--- src/hdl/khca_pkg.sv ---
// ----------------------------------------------------------------------------
// khca_pkg
// Shared types and constants for the keyed hit/crit accumulator table.
// ----------------------------------------------------------------------------
package khca_pkg;

  localparam int TABLE_ENTRIES = 64;
  localparam int IDX_W         = $clog2(TABLE_ENTRIES);
  localparam int USED_W        = $clog2(TABLE_ENTRIES + 1);
  localparam int KEY_W         = 32;
  localparam int AMT_W         = 32;
  localparam int SUM_W         = 48;
  localparam int CNT_W         = 32;

  typedef enum logic [1:0] {
    OP_RECORD = 2'd0,
    OP_CLEAR  = 2'd1,
    OP_READ   = 2'd2,
    OP_NOP    = 2'd3
  } op_e_t;

  typedef enum logic [1:0] {
    ST_IDLE,
    ST_SCAN,
    ST_UPDATE,
    ST_READ
  } state_t;

  typedef struct packed {
    logic [1:0]       operation;
    logic [KEY_W-1:0] key_id;
    logic [AMT_W-1:0] amount;
    logic             is_crit;
    logic [IDX_W-1:0] read_index;
  } in_item_t;

  typedef struct packed {
    logic [IDX_W-1:0]  entry_index;
    logic              new_entry;
    logic              dropped;
    logic [KEY_W-1:0]  entry_key;
    logic [SUM_W-1:0]  entry_total;
    logic [CNT_W-1:0]  normal_count;
    logic [SUM_W-1:0]  normal_sum;
    logic [CNT_W-1:0]  crit_count;
    logic [SUM_W-1:0]  crit_sum;
    logic [SUM_W-1:0]  grand_total;
    logic [USED_W-1:0] entries_used;
  } out_item_t;

  // One table row as held in the record memory.
  typedef struct packed {
    logic [KEY_W-1:0] key;
    logic [SUM_W-1:0] total;
    logic [CNT_W-1:0] ncnt;
    logic [SUM_W-1:0] nsum;
    logic [CNT_W-1:0] ccnt;
    logic [SUM_W-1:0] csum;
  } entry_t;

  // Controller to datapath.
  typedef struct packed {
    logic accept;    // latch the incoming item, restart the scan pointer
    logic fin_now;   // finish clear, no-op or out-of-range read at once
    logic scan;      // one step of the key search
    logic update;    // read-modify-write of the found or appended entry
    logic read_out;  // return the entry fetched for a read
  } ctl_cmd_t;

  // Datapath to controller.
  typedef struct packed {
    op_e_t op;         // operation of the incoming item
    logic  read_ok;    // incoming read index names a valid entry
    logic  hit;        // key matched the entry under compare
    logic  scan_done;  // every valid entry compared without a match
  } ctl_sts_t;

endpackage

--- src/hdl/khca_ctrl.sv ---
// ----------------------------------------------------------------------------
// khca_ctrl
// Sequencer for accept, key search, entry update and entry read.
// ----------------------------------------------------------------------------
module khca_ctrl
  import khca_pkg::*;
(
  input  logic     clk,
  input  logic     rst,
  input  logic     start,
  input  ctl_sts_t sts,
  output ctl_cmd_t cmd,
  output logic     busy
);

  state_t state, state_next;

  always_ff @(posedge clk) begin
    if (rst) begin
      state <= ST_IDLE;
    end else begin
      state <= state_next;
    end
  end

  always_comb begin
    state_next = state;
    cmd        = '0;
    busy       = 1'b1;
    unique case (state)
      ST_IDLE: begin
        busy = 1'b0;
        if (start) begin
          cmd.accept = 1'b1;
          unique case (sts.op)
            OP_RECORD: state_next = ST_SCAN;
            OP_READ: begin
              if (sts.read_ok) begin
                state_next = ST_READ;
              end else begin
                cmd.fin_now = 1'b1;
              end
            end
            default: cmd.fin_now = 1'b1;
          endcase
        end
      end
      ST_SCAN: begin
        cmd.scan = 1'b1;
        if (sts.hit || sts.scan_done) begin
          state_next = ST_UPDATE;
        end
      end
      ST_UPDATE: begin
        cmd.update = 1'b1;
        state_next = ST_IDLE;
      end
      ST_READ: begin
        cmd.read_out = 1'b1;
        state_next   = ST_IDLE;
      end
      default: state_next = ST_IDLE;
    endcase
  end

endmodule

--- config.mk ---
export PLATFORM = sky130hd
export DESIGN_NAME = khca_ctrl
export DESIGN_NICKNAME = d
export VERILOG_FILES = /design/src/hdl/khca_pkg.sv /design/src/hdl/khca_ctrl.sv
export SDC_FILE = /design/constraint.sdc
export NUM_CORES = 1
export LEC_CHECK = 0
export BUFFER_PORTS_ARGS = -buffer_cell sky130_fd_sc_hd__buf_2
export CAP_MARGIN = 40
export CORE_AREA = 2 2 39 41
export DETAILED_ROUTE_END_ITERATION = 16
export DIE_AREA = 0 0 41 43
export SETUP_SLACK_MARGIN = 0.1
export SLEW_MARGIN = 20
export SYNTH_ARGS = -nofsm -noshare
export SYNTH_HDL_FRONTEND = slang
export SYNTH_SLANG_ARGS = --single-unit
--- constraint.sdc ---
create_clock -name clk -period 1.4 [get_ports clk]
set_input_delay 0.21 -clock clk [delete_from_list [all_inputs] [get_ports clk]]
set_output_delay 0.21 -clock clk [all_outputs]
set_load 0.01 [all_outputs]
======== Yosys cells after proc, flatten, opt, wreduce, memory -nomap -nowiden ========
Index checks and enable logic that the tools add are counted.
W data, S select, Z words.
operators by class
  equal/unequal tests ..................... 8
  reduce and logical (&&, ||, !) cells .... 5
  multiplexer cells ....................... 13
operators with widths
  cell                  number
  $mux W2               5
  $eq A2 B2 Y1 const B  3
  $pmux W2 S3           1
  $mux W1               5
  $logic_not A2 Y1      2
  $ne A2 B2 Y1 const B  2
  $pmux W2 S2           1
  $reduce_and A4 Y1     1
  $ne A3 B1 Y1 const B  1
  $ne A3 B3 Y1 const B  1
  $eq A2 B1 Y1 const B  1
  $pmux W1 S2           1
  $reduce_or A2 Y1      1
  $logic_or A1 B1 Y1    1
word-level totals
  word-level logic and storage cells ...... 27
  output and inout port bits .............. 6
  bits in registers ....................... 2

======== Longest topological paths before layout ========
Gate-level depths: netlist (run 1).
  depth after elaboration ................. 4
  gate-level depth with buffers ........... 3

======== Least setup slack after synthesis (run 1) ========
OpenSTA, ideal clock, no wires.
  kind .................................... register to output
  start point ............................. register state[0]
  end point ............................... output cmd[3] (netlist bit)
  path slack .............................. 274 ps
  cell stages (with the launch flop) ...... 3
  buffers on the path ..................... 0
  arrival time ............................ 916 ps
  data required time ...................... 1,190 ps
  path through ............................ dfxtp_1 > or2_4 > nor3_1
RTL lines
  what                    RTL line         text
  from (decl)             khca_ctrl.sv:16  state_t state, state_next;
  from (signal assigned)  khca_ctrl.sv:22  state <= state_next;
  to (decl)               khca_ctrl.sv:12  output ctl_cmd_t cmd,

==> metrics.txt, run 1 <==
clock buffer depth=2; CTS tree=yes; R2R setup slack=0.50 ns; worst r2r src=state[1]; worst path cell trace=or2_4, nor3_2, buf_2; minimum clock period=1.29 ns; ratio of cells with drive above 1 in the final layout=0.639; Via density=3.69; Final Util=0.195; # rows=14; dpl cell area=230 um2; WP data arrival=1.08 ns; antenna-violating nets left=0; Top FF cell, synth=dfxtp_1; total wire length=411 um; crit path max-delay cell type=dfxtp_4; CP endpoint=cmd[3]; dominant cell type by area after synthesis=dfxtp_1; Worst-path clk slew=around 0.030 ns; dominant cells by area after synthesis=dfxtp_1 28%, nor3_1 10%, a31o_1 6.0%; Clock Skew=0.00253 ns; Startpoint Class=register; Multi-input gate area=a little over 100 um2; Crit path largest cell delay=0.33 ns; register area share after synthesis=0.276; main combinational cell family by area after synthesis=simple AND/OR/NAND/NOR gates; Max Cap Violations=0; share of the synthesized area in the top cell type=0.276; drc violations=0; largest net degree at the start of global routing=8; max reg flops=2; most frequent cell after synthesis=nor3_1; H-tree depth=1; vias in the first global route=167; Final Hold Fails=0; initial antenna violation count=0; endpoints failing setup=0; final setup margin=0.112 ns; grt ovf=0; 1st-iter DRT viols=1; IO Pins=14; critical path type=register to primary output; fraction of the mapped netlist area in compound gates=0.181; outcome=completed; Min-Delay Path Class=input port to register; register area=45.0 um2; Largest Register=state; area share of fa/ha/maj cells after synthesis=0; Power, Total=0.237 mW; ys async rst share=0; post-synthesis mux area share=0; Setup TNS=0 ns; fill cell count=between 150 and 200; Total Nets Final=46; Reg2Reg Depth=3; commonest cells in the netlist=3 x nor3_1, 2 x dfxtp_1, 2 x inv_1; Sink Count=2; CP Capture Type=primary output; Root Driver=clkbuf_4; GRT Util Overall=0.0621; worst r2r dst=state[0]; EDFF count, synth=0; WL per Instance=7.90 um; cell count after synthesis=19; relative slew slack=0.856; core area=1380 um2; Largest regs=state (2); Setup WS pre-CTS=0.264 ns; Post-Synth XOR/XNOR Area=0; I/O Buffers=13; clk_lat worst skew=roughly 0.22 ns; Die Ht=43 um; CP startpoint=state[0]; Die Area=1760 um2; gpl congestion=0.592; CTS Buf Count=3; Peak supply drop=0.226 mV; synth warn=0; Lkg Pwr=between 0.1 and 0.15 nW; Synth Net Count=27; max-slew violation count=0; Slew @ Worst Pin=0.215 ns; Netlist cell types=15; Initial Util=0.105; simple logic cell fraction of the synthesized area=0.491; Ant. Diodes=0; DR pass1 iterations=2; post-route design area=between 200 and 300 um2; Achievable Freq=0.776 GHz; Cell Area, Synth=145 um2; final worst-path cycle share=0.920; RSZ-0062 raised after global routing=true; crit path max fanout=3; die width=between 40 and 50 um; Cell Pwr Density=875 nW/um2; vias=192; CP required=roughly 1.2 ns; first-pass GRT wire length=about 630 um; synthesized area per cell=7.64 um2; register bit total from synthesis=2; P&R area growth vs syn=86.2%
-- critical path: cells and delay by family (launching register included) --
family / cells / cell delay, ns
DFF: 1 / 0.33
buffers and inverters: 1 / 0.14
and+or+nand+nor: 2 / 0.39
-- what timing repair did --
item	4_1_cts	5_1_grt
pin swaps	0	0
hold buffers	0	0
endpoints found under the setup margin	1	1
buffers inserted	1	0
resized for setup	4	0
endpoints found under the hold margin	0	0
-- stage by stage --
step,instances,hold slack [ns]
2_1_floorplan,19,0.286
3_3_place_gp,48,0.414
3_5_place_dp,48,0.416
4_1_cts,52,0.170
5_1_grt,52,0.170
6_report,52,0.175
-- power breakdown --
part	switching [mW]	internal [mW]	total, mW	leakage (nW)
Clock	0.0313	0.0944	0.126	0.0138
Combinational	0.0229	0.0264	0.0492	0.110
Sequential	0.00232	0.0592	0.0615	0.0175
-- placed cells by master, fill, tap and decap left out, types with 2 or more instances in the layout --
cell type,n
buf_2,13
clkbuf_4,3
inv_1,2
nor3_1,2
-- layer usage --
layer	vias up	part of all wire	GRT usage
met5	-	0	0
met4	0	0	0.0600
met3	0	0.10	0.0628
met2	7	0.52	0.0813
met1	82	0.38	0.0478
li1	103	-	-
-- layout make-up --
class,instances,share of cell area
sequential,2,0.167
timing repair buffer,14,0.269
tap,16,0.0741
multi-input combinational,15,0.380
clock buffer,3,0.0833
inverter,2,0.0278
-- worst min path at each step --
stage          start       end  slack [ns]  cells past startpoint
6_report         rst  state[1]        0.18                      2
3_5_place_dp     rst  state[1]        0.42                      2
3_3_place_gp     rst  state[1]        0.41                      2
2_1_floorplan    rst  state[1]        0.29                      1
5_1_grt          rst  state[1]        0.17                      2
4_1_cts          rst  state[1]        0.17                      2
-- cells by family (layout without fill, tap and decap cells) --
kind of cell / Yosys count / count (layout)
AND/OR/NAND/NOR: 11 / 11
AO/OA/AOI/OAI: 4 / 4
flip-flops: 2 / 2
buffers and inverters: 2 / 19
(Power assumes the default switching activity.)
==> inputs of run 2 (changes only) <==
--- a/config.mk
+++ b/config.mk
@@ -10,6 +10,7 @@
 export CORE_AREA = 2 2 39 41
 export DETAILED_ROUTE_END_ITERATION = 16
 export DIE_AREA = 0 0 41 43
+export PLACE_DENSITY = 0.32
 export SETUP_SLACK_MARGIN = 0.1
 export SLEW_MARGIN = 20
 export SYNTH_ARGS = -nofsm -noshare
==> run 2 against run 1 <==
  * Register-to-register slack about the same
  * Die area unchanged
  * Core utilization unchanged
  * Sequential cell count unchanged
  * Worst hold slack improved by 0.011 ns
  * Global-route usage decreased by 0.29 points
  * Combinational power increased by 3%
  * Via count increased by 1.0%
  * Highest routed layer unchanged
==> metrics.txt, run 2 (same netlist as run 1, synthesis figures left out) <==
CTS tree=yes; Internal Power=0.180 mW; WP data arrival=roughly 1.1 ns; Setup WS pre-CTS=0.250 ns; crit path max fanout=3; commonest non-fill, non-tap cell in the layout=buf_2; Cell Pwr Density=875 nW/um2; Clock power frac=0.525; Psw=0.0565 mW; DP Cell Count=48; Logic pwr share=0.215; CP Capture Type=primary output; antenna-violating nets left=0; core area=1380 um2; WL per Instance=8.21 um; crit path max-delay cell type=dfxtp_4; vias in the first global route=170; Sink Count=2; 1st-iter DRT viols=9; outcome=completed; I/O Buffers=13; initial antenna violation count=0; Ant. Diodes=0; Lkg Pwr=between 0.1 and 0.15 nW; switching part of the total power=0.239; Max Cap Violations=0; GRT Util Overall=0.0591; total wire length=427 um; Largest Register=state; most frequent cells in the layout=13 x buf_2, 3 x clkbuf_4, 2 x inv_1, 2 x nor3_1; # rows=14; Slew @ Worst Pin=approximately 0.22 ns; DR pass1 iterations=4; grt ovf=0; worst path cell trace=or2_4, nor3_2, buf_2; H-tree depth=1; max-slew violation count=0; first-pass GRT wire length=between 600 and 700 um; P&R area growth vs syn=86.2%; CTS Buf Count=3; largest net degree at the start of global routing=8; Finished Layout Cells=52; post-route design area=270 um2; clock buffer depth=2; critical path type=register to primary output; Peak supply drop=slightly below 0.4 mV; Reg power frac=0.260; Startpoint Class=register; minimum clock period=1.29 ns; Total Nets Final=46; IO Pins=14; final setup margin=0.108 ns; endpoints failing setup=0; hold depth=2; Reg2Reg Depth=3; drc violations=0; CP required=1.19 ns; Post-CTS Hold Buffers=0; relative slew slack=0.855; Largest regs=state (2); gpl congestion=slightly above 0.6; Worst-path clk slew=0.03 ns; Setup TNS=0 ns; Final Util=0.195; Die Area=1760 um2; Root Driver=clkbuf_4; Achievable Freq=0.774 GHz; die width=slightly above 40 um; dpl cell area=around 230 um2; final worst-path cycle share=0.923; Min-Delay Path Class=input port to register; Clock Skew=0.00344 ns; vias=slightly below 200; RSZ-0062 raised after global routing=true; Via density=3.73; clk_lat worst skew=0.22 ns; Crit path largest cell delay=around 0.33 ns; ratio of cells with drive above 1 in the final layout=0.639; max reg flops=2; Final Hold Fails=0; Die Ht=43 um; DP HPWL=335 um; fill cell count=around 150; Initial Util=0.105
==> run 2: repair_timing <==
item	CTS	global route
resized for setup	4	0
endpoints found under the setup margin	1	1
pin swaps	0	0
buffers inserted	1	0
==> run 2: power by group through the flow <==
stage | sequential, mW | clock, mW | combinational, mW
floorplan | 0.0636 | 0 | 0.0228
global placement | 0.0646 | 0 | 0.0453
detailed placement | 0.0645 | 0 | 0.0456
CTS | 0.0614 | 0.132 | 0.0510
global route | 0.0620 | 0.144 | 0.0567
finish | 0.0615 | 0.124 | 0.0509
==> run 2: routing by layer <==
metal  vias up  part of all wire  global-route usage
li1        104                 -                   -
met1        78              0.48              0.0767
met2        12              0.34              0.0594
met3         0              0.17              0.0524
met4         0                 0              0.0400
met5         -                 0                   0
==> run 2: area by class of cell <==
type	count	area [um2]	area share
inverters	2	7.51	0.0278
multi-input cells	15	103	0.380
repair buffers	14	72.6	0.269
clock buffers	3	22.5	0.0833
flip-flops and latches	2	45.0	0.167
well taps	16	20.0	0.0741
==> run 2: final timing paths <==
kind	from	to	slack (ns)
setup reg to reg	state[0]	state[0]	0.51
hold / removal	rst	state[1]	0.19
setup / recovery	state[0]	cmd[3]	0.11
hold reg to reg	state[1]	state[1]	0.46
==> run 2: worst max-delay path: cells and delay by family, from the launching register on <==
family / cells / cell delay (ns)
and+or+nand+nor: 2 / 0.39
buffers and inverters: 1 / 0.15
DFF: 1 / 0.33
==> run 2: per-stage QoR <==
stage          power, mW  hold WS [ns]
3_5_place_dp       0.110         0.418
2_1_floorplan     0.0864         0.286
5_1_grt            0.263         0.179
4_1_cts            0.245         0.176
3_3_place_gp       0.110         0.415
6_report           0.236         0.186
==> inputs of run 3 (changes only) <==
--- a/config.mk
+++ b/config.mk
@@ -5,12 +5,12 @@
 export SDC_FILE = /design/constraint.sdc
 export NUM_CORES = 1
 export LEC_CHECK = 0
-export BUFFER_PORTS_ARGS = -buffer_cell sky130_fd_sc_hd__buf_2
 export CAP_MARGIN = 40
 export CORE_AREA = 2 2 39 41
 export DETAILED_ROUTE_END_ITERATION = 16
 export DIE_AREA = 0 0 41 43
-export PLACE_DENSITY = 0.32
+export DONT_BUFFER_PORTS = 1
+export PLACE_DENSITY = 0.3
 export SETUP_SLACK_MARGIN = 0.1
 export SLEW_MARGIN = 20
 export SYNTH_ARGS = -nofsm -noshare
==> constraint.sdc (replaced) <==
create_clock -name clk -period 1.3 [get_ports clk]
set_input_delay 0.195 -clock clk [delete_from_list [all_inputs] [get_ports clk]]
set_output_delay 0.195 -clock clk [all_outputs]
set_load 0.01 [all_outputs]
==> run 3 against run 2 <==
  * Core utilization shrank 3.6 points
  * Cell count is 23% lower
  * First-iteration DRC count shrank 89%
  * Power increased by 0.99%
  * Sequential share of layout area increased by 3.2 points
  * Routed wire length shrank 6.6%
  * Clock-buffer cell count is the same
  * Highest routed layer unchanged
==> metrics.txt, run 3 (same netlist as run 1, synthesis figures left out) <==
gpl congestion=0.454; clock buffer depth=2; DP Cell Count=36; CP required=1.11 ns; Ant. Diodes=0; Root Driver=clkbuf_4; # rows=14; Largest Register=state; first-pass GRT wire length=558 um; Worst-path clk slew=0.03 ns; worst r2r src=state[1]; commonest non-fill, non-tap cell in the layout=clkbuf_4; Reg2Reg Depth=4; DP HPWL=339 um; Final Hold Fails=0; IO Pins=14; Initial Util=0.105; Die Area=1760 um2; minimum clock period=1.21 ns; Lkg Pwr=~0.09 nW; final worst-path cycle share=0.928; grt ovf=0; initial antenna violation count=0; Setup TNS=0 ns; fill cell count=160; Final Util=0.159; H-tree depth=1; die width=between 40 and 50 um; CP endpoint=cmd[3]; ratio of cells with drive above 1 in the final layout=0.458; max reg flops=2; Finished Layout Cells=40; outcome=completed; P&R area growth vs syn=51.7%; hold depth=1; Peak supply drop=about 0.22 mV; most frequent cells in the layout=3 x clkbuf_4, 2 x inv_1, 2 x nor3_1, 2 x buf_4; DR pass1 iterations=2; Largest delay share family, worst path=simple AND/OR/NAND/NOR gates; R2R setup slack=0.29 ns; largest net degree at the start of global routing=8; Achievable Freq=0.829 GHz; crit path max fanout=3; RSZ-0062 raised after global routing=true; CTS tree=yes; CP Capture Type=primary output; WP buf/inv=0; vias=155; total wire length=399 um; WL per Instance=approximately 10 um; Via density=between 3 and 4; worst path cell trace=or2_4, nor3_4; worst r2r dst=state[0]; Slew @ Worst Pin=0.316 ns; Min-Delay Path Class=input port to register; 1st-iter DRT viols=1; critical path type=register to primary output; vias in the first global route=170; Total Nets Final=34; core area=1380 um2; relative slew slack=0.789; Sink Count=2; Clock Skew=0.000258 ns; clk_lat worst skew=between 0.2 and 0.25 ns; Startpoint Class=register; I/O Buffers=0; GRT Util Overall=0.0551; WP depth=2; drc violations=0; WP data arrival=1.01 ns; max-slew violation count=0; CTS Buf Count=3; Cell Pwr Density=approximately 1100 nW/um2; antenna-violating nets left=0; endpoints failing setup=0; Die Ht=43 um; crit path max-delay cell type=dfxtp_4; Max Cap Violations=0; CP startpoint=state[1]; Crit path largest cell delay=0.33 ns; Largest regs=state (2)
## run 3: layer usage
metal / vias up / track usage / wire (um)
met4: 0 / 0.0600 / 0
met1: 66 / 0.0382 / 143
met2: 11 / 0.0688 / 165
met3: 0 / 0.0628 / 90
li1: 78 / - / -
met5: - / 0 / 0
## run 3: layout make-up
| class | instances | area (um2) | share of cell area |
|---|---|---|---|
| clock buffer | 3 | 22.5 | 0.102 |
| inverter | 2 | 7.51 | 0.0341 |
| multi-input combinational | 15 | 111 | 0.506 |
| sequential | 2 | 43.8 | 0.199 |
| tap | 16 | 20.0 | 0.0909 |
| timing repair buffer | 2 | 15.0 | 0.0682 |
## run 3: worst min path at each step
| stage | from | endpoint | slack (ns) |
|---|---|---|---|
| after floorplan | rst | state[1] | 0.27 |
| after global placement | rst | state[1] | 0.28 |
| after global routing | rst | state[1] | 0.03 |
| after detailed placement | rst | state[1] | 0.28 |
| final | rst | state[1] | 0.04 |
| after CTS | rst | state[1] | 0.03 |
## run 3: where the power goes
group          switching, mW  total (mW)  internal, mW
sequential           0.00122      0.0645        0.0633
clock                 0.0328       0.134         0.102
combinational         0.0218      0.0399        0.0181
## run 3: stage by stage
stage / power [mW] / hold slack [ns] / setup slack (ns) / cell area (um2)
2_1_floorplan: 0.0930 / 0.271 / 0.189 / 145
3_3_place_gp: 0.0993 / 0.278 / 0.159 / 173
3_5_place_dp: 0.0994 / 0.278 / 0.151 / 173
4_1_cts: 0.249 / 0.0304 / 0.0428 / 218
5_1_grt: 0.253 / 0.0349 / 0.0536 / 220
6_report: 0.239 / 0.0407 / 0.0941 / 220
## run 3: timing repair
action | 4_1_cts | 5_1_grt
endpoints found under the setup margin | 2 | 2
resized for setup | 4 | 1
setup buffers | 1 | 0
pin swaps | 2 | 2
hold buffers | 0 | 0
